File: config.mk
export PLATFORM = sky130hd
export DESIGN_NAME = rosm_scan
export DESIGN_NICKNAME = d
export VERILOG_FILES = /design/src/hw/rtl/retry_outbox_slot_manager_defines.svh /design/src/hw/rtl/rosm_pkg.sv /design/src/hw/rtl/rosm_scan.sv
export SDC_FILE = /design/constraint.sdc
export NUM_CORES = 1
export LEC_CHECK = 0
export BUFFER_PORTS_ARGS = -buffer_cell sky130_fd_sc_hd__buf_2
export CAP_MARGIN = 20
export CORE_AREA = 2 2 75 131
export CTS_CLUSTER_SIZE = 8
export DETAILED_ROUTE_END_ITERATION = 7
export DIE_AREA = 0 0 77 133
export GPL_TIMING_DRIVEN = 1
export PLACE_DENSITY = 0.81
export SYNTH_ARGS = -nofsm -noshare
export SYNTH_HDL_FRONTEND = slang
export SYNTH_SLANG_ARGS = --single-unit
File: constraint.sdc
create_clock -name clk -period 3.8 [get_ports clk]
set_input_delay 0 -clock clk [delete_from_list [all_inputs] [get_ports clk]]
set_output_delay 0 -clock clk [all_outputs]
set_load 0.005 [all_outputs]
File: src/hw/rtl/retry_outbox_slot_manager_defines.svh
// ----------------------------------------------------------------------------
// retry outbox slot manager assertion macros
// concurrent checks used by the rtl, same-cycle and next-cycle forms
// ----------------------------------------------------------------------------
`ifndef RETRY_OUTBOX_SLOT_MANAGER_DEFINES_SVH
`define RETRY_OUTBOX_SLOT_MANAGER_DEFINES_SVH

// condition must hold in the same cycle as the trigger
`define ROSM_ASSERT_SAME(LBL, CLK, RST, ANTE, CONS, MSG) \
  LBL: assert property (@(posedge CLK) disable iff (RST) (ANTE) |-> (CONS)) \
    else $error(MSG);

// condition must hold in the cycle after the trigger
`define ROSM_ASSERT_NEXT(LBL, CLK, RST, ANTE, CONS, MSG) \
  LBL: assert property (@(posedge CLK) disable iff (RST) (ANTE) |=> (CONS)) \
    else $error(MSG);

`endif

File: src/hw/rtl/rosm_pkg.sv
// ----------------------------------------------------------------------------
// rosm_pkg
// shared widths, codes, slot record and scan result types
// ----------------------------------------------------------------------------
package rosm_pkg;

  localparam int SLOT_COUNT_DEF = 8;
  localparam int SLOT_COUNT_MAX = 64;
  localparam int SLOT_IDX_MAX_W = $clog2(SLOT_COUNT_MAX);

  localparam int SEQ_W    = 32;
  localparam int KIND_W   = 2;
  localparam int BYTES_W  = 32;
  localparam int TRIES_W  = 8;
  localparam int TAG_W    = 64;
  localparam int UPTIME_W = 32;
  localparam int HTTP_W   = 10;
  localparam int STATUS_W = 3;
  localparam int CAUSE_W  = 2;
  localparam int PEND_W   = 7;

  // request actions
  localparam logic ACT_ENQUEUE = 1'b0;
  localparam logic ACT_REPORT  = 1'b1;

  // item kinds
  localparam logic [KIND_W-1:0] KIND_VOICE = 2'd0;
  localparam logic [KIND_W-1:0] KIND_MARK  = 2'd1;
  localparam logic [KIND_W-1:0] KIND_ACK   = 2'd2;
  localparam logic [KIND_W-1:0] KIND_NONE  = 2'd3;

  // result status codes
  localparam logic [STATUS_W-1:0] ST_OK          = 3'd0;
  localparam logic [STATUS_W-1:0] ST_ZERO_LEN    = 3'd1;
  localparam logic [STATUS_W-1:0] ST_NO_JOURNAL  = 3'd2;
  localparam logic [STATUS_W-1:0] ST_ACK_DROPPED = 3'd3;
  localparam logic [STATUS_W-1:0] ST_EMPTY       = 3'd4;

  // release causes
  localparam logic [CAUSE_W-1:0] CAUSE_NONE      = 2'd0;
  localparam logic [CAUSE_W-1:0] CAUSE_FORWARD   = 2'd1;
  localparam logic [CAUSE_W-1:0] CAUSE_EXHAUSTED = 2'd2;

  localparam logic [TRIES_W-1:0] TRIES_RESET = 8'd5;
  localparam logic [TRIES_W-1:0] TRIES_SAT   = 8'd255;
  localparam logic [HTTP_W-1:0]  HTTP_OK_LO  = 10'd200;
  localparam logic [HTTP_W-1:0]  HTTP_OK_HI  = 10'd300;

  // per-slot record kept in the data memory
  typedef struct packed {
    logic [KIND_W-1:0]   kind;
    logic [BYTES_W-1:0]  bytes;
    logic [TRIES_W-1:0]  tries;
    logic                link;
    logic [TAG_W-1:0]    tag;
    logic [UPTIME_W-1:0] uptime;
  } slot_data_t;

  // reference to an occupied slot: its sequence and index
  typedef struct packed {
    logic                      vld;
    logic [SEQ_W-1:0]          seq;
    logic [SLOT_IDX_MAX_W-1:0] idx;
  } slot_ref_t;

  // outcome of one pass over the sequence memory
  typedef struct packed {
    logic                      done;
    slot_ref_t                 best;
    slot_ref_t                 second;
    logic                      free_vld;
    logic [SLOT_IDX_MAX_W-1:0] free_idx;
  } scan_res_t;

  // older of two slot references, lower index wins a tie
  function automatic slot_ref_t ref_min(slot_ref_t a, slot_ref_t b);
    slot_ref_t r;
    r = a;
    if (!a.vld) begin
      r = b;
    end else if (b.vld && ((b.seq < a.seq) || ((b.seq == a.seq) && (b.idx < a.idx)))) begin
      r = b;
    end
    return r;
  endfunction

endpackage

File: src/hw/rtl/rosm_scan.sv
// ----------------------------------------------------------------------------
// rosm_scan
// walks the sequence memory one slot a cycle and finds the oldest slot,
// the next oldest slot and the lowest free slot
// ----------------------------------------------------------------------------
module rosm_scan import rosm_pkg::*; #(
  parameter int SLOT_COUNT = SLOT_COUNT_DEF,
  parameter int IDX_W      = 3
) (
  input  logic                  clk,
  input  logic                  rst,
  input  logic                  start,
  input  logic [SLOT_COUNT-1:0] slot_vld,
  output logic                  rd_en,
  output logic [IDX_W-1:0]      rd_addr,
  input  logic [SEQ_W-1:0]      rd_seq,
  output scan_res_t             res
);

  localparam logic [IDX_W-1:0] LAST_IDX = IDX_W'(SLOT_COUNT - 1);

  logic                      running;
  logic [IDX_W-1:0]          cnt;
  logic                      proc_vld;
  logic                      proc_last;
  logic [IDX_W-1:0]          proc_idx;
  logic                      done;
  slot_ref_t                 best;
  slot_ref_t                 second;
  logic                      free_vld;
  logic [SLOT_IDX_MAX_W-1:0] free_idx;
  slot_ref_t                 cand;

  // address issue and pipeline control
  always_ff @(posedge clk) begin
    if (rst) begin
      running  <= 1'b0;
      proc_vld <= 1'b0;
      done     <= 1'b0;
    end else begin
      proc_vld <= running;
      done     <= proc_vld && proc_last;
      if (start) begin
        running <= 1'b1;
      end else if (running && (cnt == LAST_IDX)) begin
        running <= 1'b0;
      end
    end
  end

  // address counter and the index that lines up with returning data
  always_ff @(posedge clk) begin
    if (start) begin
      cnt <= '0;
    end else if (running) begin
      cnt <= cnt + IDX_W'(1);
    end
    proc_idx  <= cnt;
    proc_last <= (cnt == LAST_IDX);
  end

  // candidate from the word that just came back
  always_comb begin
    cand.vld = 1'b1;
    cand.seq = rd_seq;
    cand.idx = SLOT_IDX_MAX_W'(proc_idx);
  end

  // running minimum and second minimum, first free slot
  always_ff @(posedge clk) begin
    if (start) begin
      best.vld   <= 1'b0;
      second.vld <= 1'b0;
      free_vld   <= 1'b0;
    end else if (proc_vld) begin
      if (slot_vld[proc_idx]) begin
        if (!best.vld || (rd_seq < best.seq)) begin
          second <= best;
          best   <= cand;
        end else if (!second.vld || (rd_seq < second.seq)) begin
          second <= cand;
        end
      end else if (!free_vld) begin
        free_vld <= 1'b1;
        free_idx <= cand.idx;
      end
    end
  end

  assign rd_en   = running;
  assign rd_addr = cnt;

  always_comb begin
    res.done     = done;
    res.best     = best;
    res.second   = second;
    res.free_vld = free_vld;
    res.free_idx = free_idx;
  end

endmodule

==> results.json <==
{
  "cts_buffers": 9,
  "crit_fanout": 18,
  "drt-total-wl_microns": 11450,
  "slowest_stage": "and2_2",
  "vias_per_cell": 5.212,
  "htree_num_levels": 3,
  "p_switching_mw": 0.5635,
  "vdd.ir_drop.worst_mv": 0.2590,
  "synth_cell_types": 39,
  "dieWidth_microns": 77,
  "die_h_microns": 133,
  "synth_edf_count": 73,
  "start_kind": "flop",
  "final_nets": 664,
  "vias": 3565,
  "first_pass_iters": 4,
  "cts.sinks": 86,
  "diodes": 0,
  "rows": 47,
  "relSlewSlack": 0.5698,
  "critical_path.startpoint": "res[83]",
  "wire_per_inst_microns": 16.73,
  "tightest_slew_ns": 0.6364,
  "nFillCells": 740,
  "synth_seq_cells": 86,
  "p_comb_frac": 0.118,
  "leakage_nw": 2.810,
  "min_period_over_period": 0.8143,
  "yosys-top-cells-area": "edfxtp_1 (46%), ha_1 (17%), mux2_2 (8.0%)",
  "drt_iter0_drc": 183,
  "rsz0062_at_grt": "no",
  "final-setup-viol-count": 0,
  "synth.avg_cell_area_sq_um": 12.08,
  "min_path_type": "input pin to flop",
  "worstReg2RegStart": "res[83]",
  "status": "complete, no violations",
  "dieArea_sq_um": 10240,
  "fin_tns_setup_ns": 0,
  "detail-route-antenna-nets": 0,
  "core_sq_um": 9291,
  "io_pins": 133,
  "drive_above_1_share": 0.3238,
  "cap_violations": 0,
  "p_clk_frac": 0.395,
  "cts_resized": 0,
  "seq_area_sq_um": 2452,
  "grt_use_total": 0.2332,
  "synth_top_area_frac": 0.4604,
  "r2r_slack_ns": 0.71,
  "finalHoldViolCount": 0,
  "synthCells": 394,
  "grt_max_degree": 26,
  "fmax_ghz": 0.3232,
  "clk_transition_reported_paths_ns": 0.07,
  "clock_latency_ns": 0.35,
  "grt_overflow_total": 0,
  "portBuffers": 123,
  "antenna_found_initial": 0,
  "switching_share": 0.2550,
  "p_int_mw": 1.646,
  "area_growth_pct": 28.30,
  "grt_pass1_vias": 3805,
  "yosysWarnings": 0,
  "rr_endpoint": "res[73]",
  "hold_depth": 5,
  "critPathArrivalTime_ns": 3.15,
  "synthArstFlopShare": 0,
  "drc": 0,
  "cp_cell_sequence": "inv_1 -> ha_1 -> nand4_1 -> nor3_1 -> a222oi_1 -> nand2_1 -> a31oi_4 -> and2_2 -> buf_12",
  "end_kind": "flop",
  "grt_pass1_wl_microns": 18370,
  "endpoint": "res[73]",
  "reg2regPathDepth": 9,
  "yosysSeqAreaShare": 0.5151,
  "initial_core_util": 0.5124,
  "synth_largest_area_cell": "edfxtp_1",
  "post-dp-hpwl_microns": 8534,
  "multi_input_area_sq_um": 1962,
  "p_per_area_nw_per_um2": 361.8,
  "fin_worst_skew_ns": 0.008819,
  "required_ns": 3.85,
  "slowest_delay_ns": 0.58,
  "path_class": "flop to flop",
  "final.min_clock_period_ns": 3.094,
  "gp_congestion": 0.8463,
  "syn_area_sq_um": 4761,
  "slew_violations": 0,
  "total_power_mw": 2.210,
  "cts_tree": "yes",
  "clockBufferDepth": 2,
  "sequentialPowerShare": 0.487,
  "ys.flop_type": "edfxtp_1",
  "cts_root_buffer": "clkbuf_16"
}
cell families after synthesis:
family                     Yosys count  share of synthesized area
xor gates and xnor gates             1                   0.001840
and+or+nand+nor                     65                    0.06518
other                                1                  0.0007877
adders and majority gates           64                     0.1682
muxes                               40                    0.09882
buffers and inverters               81                    0.07963
AOI/OAI and AO/OA                   56                    0.07044
DFF                                 86                     0.5151
final cells by class:
cell class | instances | area share
Sequential cell | 86 | 0.4015
Multi-Input combinational cell | 235 | 0.3212
Clock inverter | 7 | 0.01127
Timing Repair Buffer | 160 | 0.1643
Inverter | 65 | 0.03994
Tap cell | 122 | 0.02499
Clock buffer | 9 | 0.03687
cell usage after synthesis, types with 2 or more instances:
cell type / count
nand2_1: 24
nor3_1: 3
buf_8: 3
a21o_1: 2
a21oi_1: 30
nand4_1: 9
mux2_2: 34
a211oi_1: 3
dfxtp_1: 13
edfxtp_1: 73
o21ai_0: 12
mux2_1: 2
mux2i_1: 2
buf_4: 11
ha_1: 64
clkbuf_1: 2
mux4_2: 2
nand3_1: 6
nor2_1: 15
inv_1: 65
power by group through the flow:
stage               Sequential (mW)  Combinational (mW)  Clock, mW
finish                         1.08               0.261      0.873
global route                   1.08               0.293      0.925
CTS                            1.08               0.262      0.887
detailed placement             1.10               0.232          0
global placement               1.10               0.220          0
floorplan                      1.09               0.136          0
placed cells by master, fill, tap and decap left out, drive strengths merged:
cell type    instances
clkinv               1
buf                126
a222oi               1
conb                 9
dfxtp               13
o21ai               12
nor4b                1
nand3                6
nor2                15
nor2b                1
a211o                1
and2                 1
a22oi                1
nand2b               1
o311ai               1
ha                  64
nand2               24
nor3b                1
a31oi                2
a311oi               1
inv                 71
o211ai               1
nor4                 2
edfxtp              73
a21oi               30
mux2i                2
xnor2                1
nor3                 3
a211oi               3
dlygate4sd3         34
nand4                9
a21o                 2
and3b                1
mux2                36
a22o                 1
clkbuf               9
mux4                 2
worst min path at each step:
stage | startpoint | slack [ns] | endpoint
2_1_floorplan | rst | 0.07 | proc_vld
3_3_place_gp | rst | 0.19 | done
3_5_place_dp | rst | 0.19 | proc_vld
4_1_cts | slot_vld[2] | 0.37 | res[84]
5_1_grt | rd_addr[2] | 0.41 | proc_idx[2]
6_report | slot_vld[6] | 0.38 | res[84]
worst max-delay path, delay by kind of cell, from the launching register on:
family / cells / cell delay (ns)
and+or+nand+nor: 4 / 0.97
AOI/OAI and AO/OA: 2 / 0.82
DFF: 1 / 0.43
buffers and inverters: 2 / 0.31
adders and majority gates: 1 / 0.25
metrics by stage:
| stage | hold slack (ns) | instance area [sq um] | worst slack [ns] | cells | util |
|---|---|---|---|---|---|
| floorplan | 0.07161 | 4791 | 0.6409 | 402 | - |
| global placement | 0.1949 | 5474 | 0.7488 | 634 | 0.5891 |
| detailed placement | 0.1942 | 5474 | 0.7068 | 634 | 0.5891 |
| CTS | 0.3685 | 6108 | 0.6681 | 684 | 0.6574 |
| global route | 0.4052 | 6108 | 0.5195 | 684 | 0.6574 |
| finish | 0.3754 | 6108 | 0.7057 | 684 | 0.6574 |
metal layers:
metal	routed length, microns	global-route usage	up-vias
met1	4071	0.2350	1701
li1	-	-	1730
met5	0	0	-
met3	391	0.03342	27
met2	6607	0.4522	107
met4	375	0.1200	0
registers in the layout, indices dropped and copies added (netlist names):
register	flops
proc_last	1
proc_idx	3
res	72
free_idx	3
proc_vld	1
rd_addr	3
done	1
free_vld	1
rd_en	1
timing repair:
item / in CTS / in global routing
buffers inserted: 0 / 0
endpoints found under the hold margin: 44 / 0
hold buffers: 34 / 0
Note: power is estimated with default switching activity, not from simulation.
